--- config.mk ---
export PLATFORM = sky130hd
export DESIGN_NAME = sum_checked_frame_deframer_core_flat
export DESIGN_NICKNAME = d
export VERILOG_FILES = /design/src/hdl/sfd_pkg.sv /design/src/hdl/sfd_if.sv /design/src/hdl/sfd_front.sv /design/src/hdl/sfd_fifo.sv /design/src/hdl/sfd_back.sv /design/src/hdl/sum_checked_frame_deframer_core.sv /design/src/flat_wrapper.sv
export SDC_FILE = /design/constraint.sdc
export NUM_CORES = 1
export LEC_CHECK = 0
export BUFFER_PORTS_ARGS = -buffer_cell sky130_fd_sc_hd__buf_2
export CAP_MARGIN = 20
export CORE_ASPECT_RATIO = 0.75
export CORE_UTILIZATION = 40
export CTS_CLUSTER_SIZE = 28
export DETAILED_ROUTE_END_ITERATION = 12
export PLACE_DENSITY = 0.71
export SLEW_MARGIN = 20
export SYNTH_ARGS = -nofsm -noshare
export SYNTH_HDL_FRONTEND = slang
export SYNTH_SLANG_ARGS = --single-unit
export TNS_END_PERCENT = 5
--- constraint.sdc ---
create_clock -name clk -period 3 [get_ports clk]
set_clock_uncertainty 0.15 [all_clocks]
set_input_delay 0.15 -clock clk [delete_from_list [all_inputs] [get_ports clk]]
set_output_delay 0.15 -clock clk [all_outputs]
set_load 0.01 [all_outputs]
--- src/hdl/sfd_pkg.sv ---
// Shared types and constants for the sum-checked frame deframer.
package sfd_pkg;

  localparam int unsigned BYTE_W    = 8;
  localparam int unsigned READING_W = 16;

  localparam logic [BYTE_W-1:0] HEADER_RESET = 8'hFF;

  localparam logic STATUS_OK       = 1'b0;
  localparam logic STATUS_CSUM_ERR = 1'b1;

  typedef logic [1:0] fill_t;

  localparam fill_t FILL_EMPTY = 2'd0;
  localparam fill_t FILL_ONE   = 2'd1;
  localparam fill_t FILL_TWO   = 2'd2;
  localparam fill_t FILL_THREE = 2'd3;

  typedef struct packed {
    logic              sum_ok;
    logic [BYTE_W-1:0] hi;
    logic [BYTE_W-1:0] lo;
  } sfd_rec_t;

endpackage

--- src/hdl/sfd_if.sv ---
// Valid/ready channel interfaces for received bytes and decoded results.
interface sfd_byte_if import sfd_pkg::*; ();
  logic              valid;
  logic              ready;
  logic [BYTE_W-1:0] rx_byte;

  modport source (output valid, output rx_byte, input ready);
  modport sink (input valid, input rx_byte, output ready);
endinterface

interface sfd_result_if import sfd_pkg::*; ();
  logic                 valid;
  logic                 ready;
  logic [READING_W-1:0] reading;
  logic                 status;

  modport source (output valid, output reading, output status, input ready);
  modport sink (input valid, input reading, input status, output ready);
endinterface

--- src/hdl/sfd_front.sv ---
// Frame assembler: skips stray bytes, buffers frames, checks the sum and realigns.
module sfd_front import sfd_pkg::*; (
  input  logic              clk,
  input  logic              rst_n,
  input  logic              cfg_we,
  input  logic [BYTE_W-1:0] cfg_wdata,
  input  logic              in_valid,
  input  logic [BYTE_W-1:0] in_byte,
  output logic              in_ready,
  input  logic              q_full,
  output logic              push,
  output sfd_rec_t          push_rec
);

  logic [BYTE_W-1:0] hdr_r;
  logic [BYTE_W-1:0] buf_r [3];
  logic [BYTE_W-1:0] buf_nxt [3];
  fill_t             fill_r;
  fill_t             fill_nxt;

  logic              accept;
  logic              skip;
  logic              complete;
  logic [BYTE_W-1:0] sum;
  logic              sum_ok;

  assign in_ready = !q_full;
  assign accept   = in_valid && in_ready;
  assign skip     = (fill_r == FILL_EMPTY) && (in_byte != hdr_r);
  assign complete = (fill_r == FILL_THREE);
  assign sum      = buf_r[0] + buf_r[1] + buf_r[2];
  assign sum_ok   = (sum == in_byte);

  assign push            = accept && complete;
  assign push_rec.sum_ok = sum_ok;
  assign push_rec.hi     = buf_r[1];
  assign push_rec.lo     = buf_r[2];

  always_comb begin
    buf_nxt[0] = buf_r[0];
    buf_nxt[1] = buf_r[1];
    buf_nxt[2] = buf_r[2];
    fill_nxt   = fill_r;
    if (accept && !skip) begin
      if (!complete) begin
        buf_nxt[fill_r] = in_byte;
        fill_nxt        = fill_r + 2'd1;
      end else if (sum_ok) begin
        fill_nxt = FILL_EMPTY;
      end else if (buf_r[1] == hdr_r) begin
        buf_nxt[0] = buf_r[1];
        buf_nxt[1] = buf_r[2];
        buf_nxt[2] = in_byte;
        fill_nxt   = FILL_THREE;
      end else if (buf_r[2] == hdr_r) begin
        buf_nxt[0] = buf_r[2];
        buf_nxt[1] = in_byte;
        fill_nxt   = FILL_TWO;
      end else if (in_byte == hdr_r) begin
        buf_nxt[0] = in_byte;
        fill_nxt   = FILL_ONE;
      end else begin
        fill_nxt = FILL_EMPTY;
      end
    end
  end

  always_ff @(posedge clk) begin
    if (!rst_n) begin
      hdr_r  <= HEADER_RESET;
      fill_r <= FILL_EMPTY;
    end else begin
      if (cfg_we) begin
        hdr_r <= cfg_wdata;
      end
      fill_r <= fill_nxt;
    end
  end

  always_ff @(posedge clk) begin
    buf_r <= buf_nxt;
  end

endmodule

--- src/hdl/sfd_fifo.sv ---
// Short result queue between the frame assembler and the output stage.
module sfd_fifo import sfd_pkg::*; #(
  parameter int unsigned DEPTH = 2
) (
  input  logic     clk,
  input  logic     rst_n,
  input  logic     push,
  input  sfd_rec_t push_rec,
  output logic     full,
  input  logic     pop,
  output logic     not_empty,
  output sfd_rec_t head_rec
);

  localparam int unsigned PTR_W = (DEPTH > 1) ? $clog2(DEPTH) : 1;
  localparam int unsigned CNT_W = $clog2(DEPTH + 1);
  localparam logic [PTR_W-1:0] LAST_PTR = PTR_W'(DEPTH - 1);
  localparam logic [CNT_W-1:0] FULL_CNT = CNT_W'(DEPTH);

  sfd_rec_t         mem_r [DEPTH];
  logic [PTR_W-1:0] wr_ptr_r;
  logic [PTR_W-1:0] rd_ptr_r;
  logic [CNT_W-1:0] count_r;
  logic [CNT_W-1:0] count_nxt;

  assign full      = (count_r == FULL_CNT);
  assign not_empty = (count_r != '0);
  assign head_rec  = mem_r[rd_ptr_r];

  always_comb begin
    count_nxt = count_r;
    if (push && !pop) begin
      count_nxt = count_r + CNT_W'(1);
    end else if (pop && !push) begin
      count_nxt = count_r - CNT_W'(1);
    end
  end

  always_ff @(posedge clk) begin
    if (!rst_n) begin
      wr_ptr_r <= '0;
      rd_ptr_r <= '0;
      count_r  <= '0;
    end else begin
      count_r <= count_nxt;
      if (push) begin
        wr_ptr_r <= (wr_ptr_r == LAST_PTR) ? '0 : wr_ptr_r + PTR_W'(1);
      end
      if (pop) begin
        rd_ptr_r <= (rd_ptr_r == LAST_PTR) ? '0 : rd_ptr_r + PTR_W'(1);
      end
    end
  end

  always_ff @(posedge clk) begin
    if (push) begin
      mem_r[wr_ptr_r] <= push_rec;
    end
  end

endmodule

--- src/hdl/sfd_back.sv ---
// Output stage: formats queued frame results and holds them for the sink.
module sfd_back import sfd_pkg::*; (
  input  logic                 clk,
  input  logic                 rst_n,
  input  logic                 q_not_empty,
  input  sfd_rec_t             q_head,
  output logic                 q_pop,
  output logic                 out_valid,
  input  logic                 out_ready,
  output logic [READING_W-1:0] out_reading,
  output logic                 out_status
);

  logic                 valid_r;
  logic [READING_W-1:0] reading_r;
  logic                 status_r;

  assign q_pop       = q_not_empty && (!valid_r || out_ready);
  assign out_valid   = valid_r;
  assign out_reading = reading_r;
  assign out_status  = status_r;

  always_ff @(posedge clk) begin
    if (!rst_n) begin
      valid_r <= 1'b0;
    end else if (q_pop) begin
      valid_r <= 1'b1;
    end else if (out_ready) begin
      valid_r <= 1'b0;
    end
  end

  always_ff @(posedge clk) begin
    if (q_pop) begin
      if (q_head.sum_ok) begin
        reading_r <= {q_head.hi, q_head.lo};
        status_r  <= STATUS_OK;
      end else begin
        reading_r <= '0;
        status_r  <= STATUS_CSUM_ERR;
      end
    end
  end

endmodule

--- src/hdl/sum_checked_frame_deframer_core.sv ---
// Top level of the sum-checked frame deframer.
// The block takes one received byte per clock cycle while the result queue has room,
// and builds four-byte frames of a header byte, a high data byte, a low data byte and a
// checksum equal to the sum of the first three modulo 256; bytes other than the header
// are skipped while no frame is open. A good frame yields its 16-bit reading with
// status 0, a bad one a zero reading with status 1, after which the buffer realigns on
// the next buffered header byte. The result passes through the result queue, which the
// frame assembler writes in the cycle of the request that completes the frame, and then
// the output register. The queue holds QUEUE_DEPTH entries, so the input keeps taking a
// request per cycle while the output is stalled, until the queue fills.
module sum_checked_frame_deframer_core import sfd_pkg::*; #(
  parameter int unsigned QUEUE_DEPTH = 2
) (
  input  logic              clk,
  input  logic              rst_n,
  input  logic              cfg_we,
  input  logic [BYTE_W-1:0] cfg_wdata,
  sfd_byte_if.sink          in_ch,
  sfd_result_if.source      out_ch
);

  logic     q_push;
  sfd_rec_t q_push_rec;
  logic     q_full;
  logic     q_pop;
  logic     q_not_empty;
  sfd_rec_t q_head;

  sfd_front u_front (
    .clk       (clk),
    .rst_n     (rst_n),
    .cfg_we    (cfg_we),
    .cfg_wdata (cfg_wdata),
    .in_valid  (in_ch.valid),
    .in_byte   (in_ch.rx_byte),
    .in_ready  (in_ch.ready),
    .q_full    (q_full),
    .push      (q_push),
    .push_rec  (q_push_rec)
  );

  sfd_fifo #(
    .DEPTH (QUEUE_DEPTH)
  ) u_fifo (
    .clk       (clk),
    .rst_n     (rst_n),
    .push      (q_push),
    .push_rec  (q_push_rec),
    .full      (q_full),
    .pop       (q_pop),
    .not_empty (q_not_empty),
    .head_rec  (q_head)
  );

  sfd_back u_back (
    .clk         (clk),
    .rst_n       (rst_n),
    .q_not_empty (q_not_empty),
    .q_head      (q_head),
    .q_pop       (q_pop),
    .out_valid   (out_ch.valid),
    .out_ready   (out_ch.ready),
    .out_reading (out_ch.reading),
    .out_status  (out_ch.status)
  );

endmodule

--- src/flat_wrapper.sv ---
// flat-port wrapper written by rule: the top's interface ports become plain ports
module sum_checked_frame_deframer_core_flat import sfd_pkg::*;
#(
  parameter int unsigned QUEUE_DEPTH = 2
)
  (clk, rst_n, cfg_we, cfg_wdata, in_ch_valid, in_ch_rx_byte, in_ch_ready, out_ch_valid, out_ch_reading, out_ch_status, out_ch_ready);
  sfd_byte_if in_ch_i ();
  sfd_result_if out_ch_i ();
  input  logic clk;
  input  logic rst_n;
  input  logic cfg_we;
  input  logic [BYTE_W-1:0] cfg_wdata;
  input wire logic [$bits(in_ch_i.valid)-1:0] in_ch_valid;
  input wire logic [$bits(in_ch_i.rx_byte)-1:0] in_ch_rx_byte;
  output wire logic [$bits(in_ch_i.ready)-1:0] in_ch_ready;
  output wire logic [$bits(out_ch_i.valid)-1:0] out_ch_valid;
  output wire logic [$bits(out_ch_i.reading)-1:0] out_ch_reading;
  output wire logic [$bits(out_ch_i.status)-1:0] out_ch_status;
  input wire logic [$bits(out_ch_i.ready)-1:0] out_ch_ready;
  assign in_ch_i.valid = in_ch_valid;
  assign in_ch_i.rx_byte = in_ch_rx_byte;
  assign in_ch_ready = in_ch_i.ready;
  assign out_ch_valid = out_ch_i.valid;
  assign out_ch_reading = out_ch_i.reading;
  assign out_ch_status = out_ch_i.status;
  assign out_ch_i.ready = out_ch_ready;
  sum_checked_frame_deframer_core #(.QUEUE_DEPTH(QUEUE_DEPTH)) u_core (.clk(clk), .rst_n(rst_n), .cfg_we(cfg_we), .cfg_wdata(cfg_wdata), .in_ch(in_ch_i), .out_ch(out_ch_i));
endmodule
==> run_results.csv, run 1 <==
group,metric,value,unit
cells_and_area,n_fill_cell,889,
worst_hold_path,worstHoldPathCells,4,
drt,drt-initial-drc-count,241,
place,dpl.hpwl,6950,um
worst_hold_path,min_path_type,"in -> reg",
cells_and_area,layout-drive-gt1-share,23.8,%
cells_and_area,multiInputGateArea,1810,sq um
cells_and_area,fin_area,5500,sq um
timing,period_needed,3220,ps
drt,num_vias,2916,
logic_synthesis,ys_warn_count,0,
critical_path,startpoint_type,"flip-flop",
grt,overflow,0,
pwr,ir_worst_vdd,0.347,mV
timing,post-route-period-util,107,%
drt,drc,0,
floorplanning,start_util,41.9,%
timing,final.setup.tns,-4550,ps
timing,timing.final.max_slew_violations,0,
drt,ant_nets,0,
critical_path,worstSetupPathType,"reg -> reg",
critical_path,rr_worst_depth,9,
status,status,"finished, violations left",
timing,clock.fmax,0.311,GHz
timing,rsz0062_at_grt,"yes",
logic_synthesis,synth-seq-cells,91,
cells_and_area,regArea,2570,sq um
clocking,cts_max_level,3,
drt,wl,9550,um
grt,grt_antenna_before_repair,0,
cells_and_area,n_antenna_cell,0,
clocking,cts_root_buf,"clkbuf_16",
floorplanning,num_rows,32,
floorplanning,dieArea,11400,sq um
clocking,cts.sinks,91,
timing,finalHoldViolCount,0,
grt,grt_pass1_wl,15300,um
pwr,leakage,2.03,nW
worst_hold_path,min_from,"out_ch_ready",
clocking,cts-buffers-inserted,9,
grt,grt_max_degree,21,
cells_and_area,area_delta_synth_final,25.2,%
critical_path,worstPathArrival,3170,ps
place,portBuffers,39,
grt,grtUsageTotal,18.3,%
logic_synthesis,syn_area,4390,sq um
logic_synthesis,syn_area_per_cell,13.4,sq um
clocking,clk_path_buf_depth,2,
floorplanning,core-area,10500,sq um
critical_path,cp.required,2950,ps
place,dp_slack,-252,ps
place,dpl-instance-area,4980,sq um
run,cap_violations,0,
logic_synthesis,netlist_instances,328,
timing,worstMarginPinSlew,530,ps
status,violations,"setup timing",
logic_synthesis,seq_area_frac_synth,58.6,%
floorplanning,die_x,123,um
worst_hold_path,min_delay_worst_endpoint,"u_core.u_back.out_valid",
floorplanning,die_y,92.7,um
logic_synthesis,ys_types,38,
drt,wire_per_inst,17.1,um
critical_path,r2r_end,"u_core.u_front.push_rec[0]",
drt,drt_first_pass_iters,4,
clocking,cts_tree,"yes",
pwr,p_per_area,617,nW/um^2
critical_path,critPathCaptureType,"flip-flop",
clocking,path_clk_slew,70,ps
critical_path,crit_fanout,8,
cells_and_area,final_nets,456,
place,place_congestion,0.851,
floorplanning,ios,40,
timing,slew_headroom,64.4,%
clocking,insertion_delay,340,ps
critical_path,reg2reg_setup_slack,-220,ps
logic_synthesis,synth_nets,368,
drt,vias_per_cell,5.24,
timing,setup_viol,28,
timing,setup_ws,-218,ps
critical_path,r2r_start,"u_core.u_front.push_rec[1]",
grt,grt_pass1_vias,2913,
pwr,report.power.total,3.39,mW
stage by stage:
step	cells	util [%]	hold slack [ps]
finish	557	52.4	5.55
global route	557	52.4	59.8
detailed placement	524	47.5	221
floorplan	328	-	129
CTS	557	52.4	0.182
global placement	524	47.5	217
synthesized netlist by cell type, drive strengths merged:
| cell | count | area share [%] |
|---|---|---|
| a21o | 2 | 0.34 |
| and2 | 9 | 1.3 |
| o21ai | 13 | 1.5 |
| o2111ai | 1 | 0.20 |
| mux2i | 34 | 7.7 |
| edfxtp | 75 | 51 |
| nor2 | 31 | 2.6 |
| fa | 8 | 3.6 |
| nor4 | 3 | 0.71 |
| o21a | 1 | 0.17 |
| mux2 | 8 | 2.1 |
| xor2 | 17 | 3.4 |
| a22o | 8 | 1.6 |
| xnor2 | 27 | 5.4 |
| clkbuf | 6 | 0.51 |
| inv | 6 | 0.51 |
| nand2b | 1 | 0.14 |
| nand3 | 11 | 1.3 |
| o22ai | 1 | 0.14 |
| a221oi | 1 | 0.20 |
| ha | 11 | 3.1 |
| nand2 | 13 | 1.1 |
| or3 | 1 | 0.14 |
| nand4 | 4 | 0.57 |
| o31ai | 1 | 0.17 |
| a211oi | 1 | 0.17 |
| o21bai | 1 | 0.17 |
| a311o | 1 | 0.23 |
| dfxtp | 16 | 7.3 |
| nor3 | 3 | 0.57 |
| a21oi | 8 | 1.1 |
| buf | 4 | 0.51 |
| nor2b | 1 | 0.14 |
power breakdown:
group | switching (mW) | total [mW] | internal (mW)
Clock | 0.501 | 1.17 | 0.667
Sequential | 0.0582 | 1.59 | 1.53
Combinational | 0.360 | 0.634 | 0.274
Total | 0.918 | 3.39 | 2.48
cell usage in the layout, fill, tap and decap left out, drive strengths merged:
master,synthesis,routed
a211oi,1,1
a21o,2,2
a21oi,8,8
a221oi,1,1
a22o,8,8
a311o,1,1
and2,9,9
buf,4,71
bufinv,0,1
clkbuf,6,9
clkinv,0,3
dfxtp,16,16
dlygate4sd3,0,16
edfxtp,75,75
fa,8,8
ha,11,11
inv,6,9
mux2,8,8
mux2i,34,34
nand2,13,13
nand2b,1,1
nand3,11,11
nand4,4,4
nor2,31,31
nor2b,1,1
nor3,3,3
nor4,3,3
o2111ai,1,1
o21a,1,1
o21ai,13,13
o21bai,1,1
o22ai,1,1
o31ai,1,1
or3,1,1
xnor2,27,27
xor2,17,17
state kept, by name, indices dropped and copies added (netlist names), named ones only:
signal,flops
u_core.u_back.out_status,1
u_core.u_front.hdr_r,8
u_core.u_fifo.wr_ptr_r,1
u_core.u_front.push_rec,16
u_core.u_fifo.count_r,2
u_core.u_front.fill_r,2
u_core.u_back.out_reading,16
u_core.u_fifo.rd_ptr_r,1
u_core.u_front.buf_r,8
u_core.u_fifo.mem_r,34
u_core.u_back.out_valid,1
final cells by class:
class,count,area share (%)
flip-flops and latches,91,46.8
multi-input cells,221,32.9
repair buffers,87,11.1
clock buffers,9,4.09
well taps,136,3.09
clock inverters,7,1.68
inverters,6,0.409
metal layers:
layer	global-route usage (%)	vias to the layer above	part of all wire [%]
met1	25.2	1420	46
met2	28.4	107	45
li1	-	1374	-
met3	4.74	15	8.1
met4	5.22	0	1.7
met5	0	-	0
worst max-delay path, stage by stage (launching register included):
cell and delay [ps]:
edfxtp_1 430, fa_1 550, ha_2 200, fa_2 440
xor2_1 150, nor4_1 270, nand3_1 220, nor3_4 310
o21ai_2 100, buf_12 150
cell families after synthesis:
group                      synth area share, %
buffers and inverters                     1.54
AOI/OAI and AO/OA                         5.95
and+or+nand+nor                           8.58
adders and majority gates                 6.78
muxes                                     9.80
xor gates and xnor gates                  8.77
DFF                                       58.6
how the worst max path moves through the flow:
| stage | startpoint | end | slack [ps] | cells past startpoint |
|---|---|---|---|---|
| 6_report | u_core.u_front.push_rec[1] | u_core.u_front.push_rec[0] | -220 | 9 |
| 5_1_grt | u_core.u_front.buf_r[17] | u_core.u_front.push_rec[0] | -370 | 9 |
| 4_1_cts | u_core.u_front.buf_r[17] | u_core.u_front.push_rec[0] | -240 | 9 |
| 3_5_place_dp | u_core.u_front.push_rec[1] | u_core.u_front.buf_r[16] | -250 | 10 |
| 3_3_place_gp | u_core.u_front.push_rec[1] | u_core.u_front.buf_r[18] | -180 | 10 |
| 2_1_floorplan | u_core.u_front.push_rec[1] | u_core.u_front.push_rec[10] | -130 | 9 |
repair_timing:
action / in CTS / in global routing
cloned: 0 / 0
hold buffers: 16 / 0
pin swaps: 7 / 0
resized for setup: 4 / 0
setup endpoints to repair: 28 / 28
endpoints found under the hold margin: 8 / 0
buffers inserted: 1 / 0
No activity file was read; power rests on OpenSTA's default activity.
==> inputs of run 2 (changes only) <==
--- a/config.mk
+++ b/config.mk
@@ -8,10 +8,10 @@
 export BUFFER_PORTS_ARGS = -buffer_cell sky130_fd_sc_hd__buf_2
 export CAP_MARGIN = 20
 export CORE_ASPECT_RATIO = 0.75
-export CORE_UTILIZATION = 40
+export CORE_UTILIZATION = 25
 export CTS_CLUSTER_SIZE = 28
 export DETAILED_ROUTE_END_ITERATION = 12
-export PLACE_DENSITY = 0.71
+export PLACE_DENSITY = 0.51
 export SLEW_MARGIN = 20
 export SYNTH_ARGS = -nofsm -noshare
 export SYNTH_HDL_FRONTEND = slang
==> constraint.sdc (replaced) <==
create_clock -name clk -period 3.2 [get_ports clk]
set_clock_uncertainty 0.15 [all_clocks]
set_input_delay 0.16 -clock clk [delete_from_list [all_inputs] [get_ports clk]]
set_output_delay 0.16 -clock clk [all_outputs]
set_load 0.01 [all_outputs]
==> run 2 against run 1 <==
Effect of this change: the flow now finishes without violations; combinational power decreased by 9.1%; flip-flop and latch count unchanged; die area up 59%; final cell count increased by 18%; critical path depth is the same; sequential share of layout area fell by 0.91 points; global-route usage shrank 5.5 points; sequential power decreased by 5%; largest cell class unchanged; critical endpoint is now u_core.u_front.push_rec[9].
==> run_results.csv, run 2 (same netlist as run 1, synthesis figures left out) <==
group,metric,value,unit
status,status,"finished, final reports clean",
grt,grt_use_met2,20.2,%
worst_hold_path,min_from,"out_ch_ready",
clocking,cts_tree,"yes",
cells_and_area,multiInputGateArea,1780,sq um
critical_path,worstSetupPathType,"reg -> reg",
place,dpl-instance-area,5080,sq um
floorplanning,num_rows,41,
cells_and_area,regArea,2570,sq um
timing,post-route-period-util,99.7,%
floorplanning,ios,40,
cells_and_area,largest_register,"u_core.u_fifo.mem_r",
grt,use_met1,16.8,%
cells_and_area,n_antenna_cell,0,
clocking,path_clk_slew,70,ps
floorplanning,die_x,155,um
timing,slew_headroom,60.1,%
cells_and_area,most-common-layout-cells,"edfxtp_1, buf_2, mux2i_1",
floorplanning,die_y,117,um
cells_and_area,fin_area,5610,sq um
floorplanning,start_util,25.9,%
critical_path,crit_fanout,8,
place,portBuffers,39,
drt,ant_nets,0,
critical_path,r2r_start,"u_core.u_front.buf_r[17]",
clocking,cts.sinks,91,
timing,final.setup.tns,0,ps
timing,setup_viol,0,
clocking,insertion_delay,340,ps
drt,drt_first_pass_iters,4,
grt,overflow,0,
pwr,p_per_area,565,nW/um^2
pwr,ir_worst_vdd,0.224,mV
floorplanning,dieArea,18100,sq um
timing,rsz0062_at_grt,"yes",
grt,top_usage_layer,"met2",
cells_and_area,largest_register_ffs,34,
critical_path,crit_path_start,"u_core.u_front.buf_r[17]",
critical_path,cp.required,3140,ps
worst_hold_path,min_path_type,"in -> reg",
clocking,cts_root_buf,"clkbuf_16",
grt,grt_antenna_before_repair,0,
drt,wl,10500,um
place,dpl.hpwl,7740,um
drt,vias_per_cell,4.32,
cells_and_area,layout-drive-gt1-share,23.4,%
worst_hold_path,worstHoldPathCells,4,
grt,grtUsageTotal,12.7,%
drt,drc,0,
critical_path,critPathCaptureType,"flip-flop",
drt,drt-initial-drc-count,132,
critical_path,rr_worst_depth,9,
clocking,cts_max_level,3,
cells_and_area,area_delta_synth_final,27.7,%
pwr,leakage,2.03,nW
grt,grt_pass1_wl,17100,um
cells_and_area,final_common_cell,"edfxtp_1",
run,cap_violations,0,
grt,grt_max_degree,20,
floorplanning,core-area,17000,sq um
cells_and_area,n_fill_cell,1669,
timing,clock.fmax,0.313,GHz
clocking,clk_path_buf_depth,2,
pwr,report.power.total,3.17,mW
timing,holdWs,9.96,ps
timing,period_needed,3190,ps
place,place_congestion,0.842,
clocking,cts-buffers-inserted,9,
drt,num_vias,2848,
timing,finalHoldViolCount,0,
cells_and_area,final_nets,458,
timing,timing.final.max_slew_violations,0,
grt,grt_pass1_vias,3010,
critical_path,startpoint_type,"flip-flop",
drt,wire_per_inst,15.9,um
critical_path,worstPathArrival,3130,ps
timing,worstMarginPinSlew,595,ps
grt,grt_use_met3,4.05,%
run 2: changes by cell type in the layout (fill, tap and decap cells not counted), sizes merged:
| cell | previous run | this run |
|---|---|---|
| buf | 71 | 73 |
| clkinv | 3 | 0 |
| clkbuf | 9 | 10 |
| clkinvlp | 0 | 2 |
run 2: report_power, final:
part / internal, mW / switching [mW] / total [mW]
registers: 1.44 / 0.0694 / 1.51
clock network: 0.615 / 0.470 / 1.08
logic: 0.260 / 0.316 / 0.576
run 2: worst paths after layout:
check / to / slack, ps
max: u_core.u_front.push_rec[9] / 10
min: u_core.u_back.out_valid / 10
max reg2reg: u_core.u_front.push_rec[9] / 10
min reg2reg: u_core.u_fifo.wr_ptr_r / 380
run 2: what timing repair did:
item / in CTS / in global routing
gates resized for setup: 7 / 3
pin swaps: 9 / 0
endpoints found under the setup margin: 25 / 27
hold endpoints to repair: 8 / 0
setup buffers: 4 / 0
hold buffers: 16 / 0
run 2: worst max-delay path, stage by stage, from the launching register on:
cell and delay (ps):
edfxtp_1 400, fa_1 570, ha_2 200, fa_2 440
xor2_1 150, nor4_1 290, nand3_1 200, o31ai_1 280
buf_4 170, a21oi_4 90
run 2: layout make-up:
class	count	area share, %
multi-input combinational	221	31.8
sequential	91	45.9
inverter	6	0.402
tap	236	5.26
timing repair buffer	89	11.3
clock inverter	6	1.27
clock buffer	10	4.08
run 2: per-layer routing:
metal	part of all wire [%]	routed length [um]	vias to the layer above
li1	-	-	1370
met1	48	5000	1381
met2	45	4700	81
met3	6.2	647	16
met4	1.4	148	0
met5	0	0	-
run 2: metrics by stage:
stage	utilization, %	cells	setup WS, ps
5_1_grt	33.0	659	-149
4_1_cts	33.0	659	-7.91
2_1_floorplan	-	328	-78.5
3_3_place_gp	29.9	623	-217
3_5_place_dp	29.9	623	-265
6_report	33.0	659	9.84
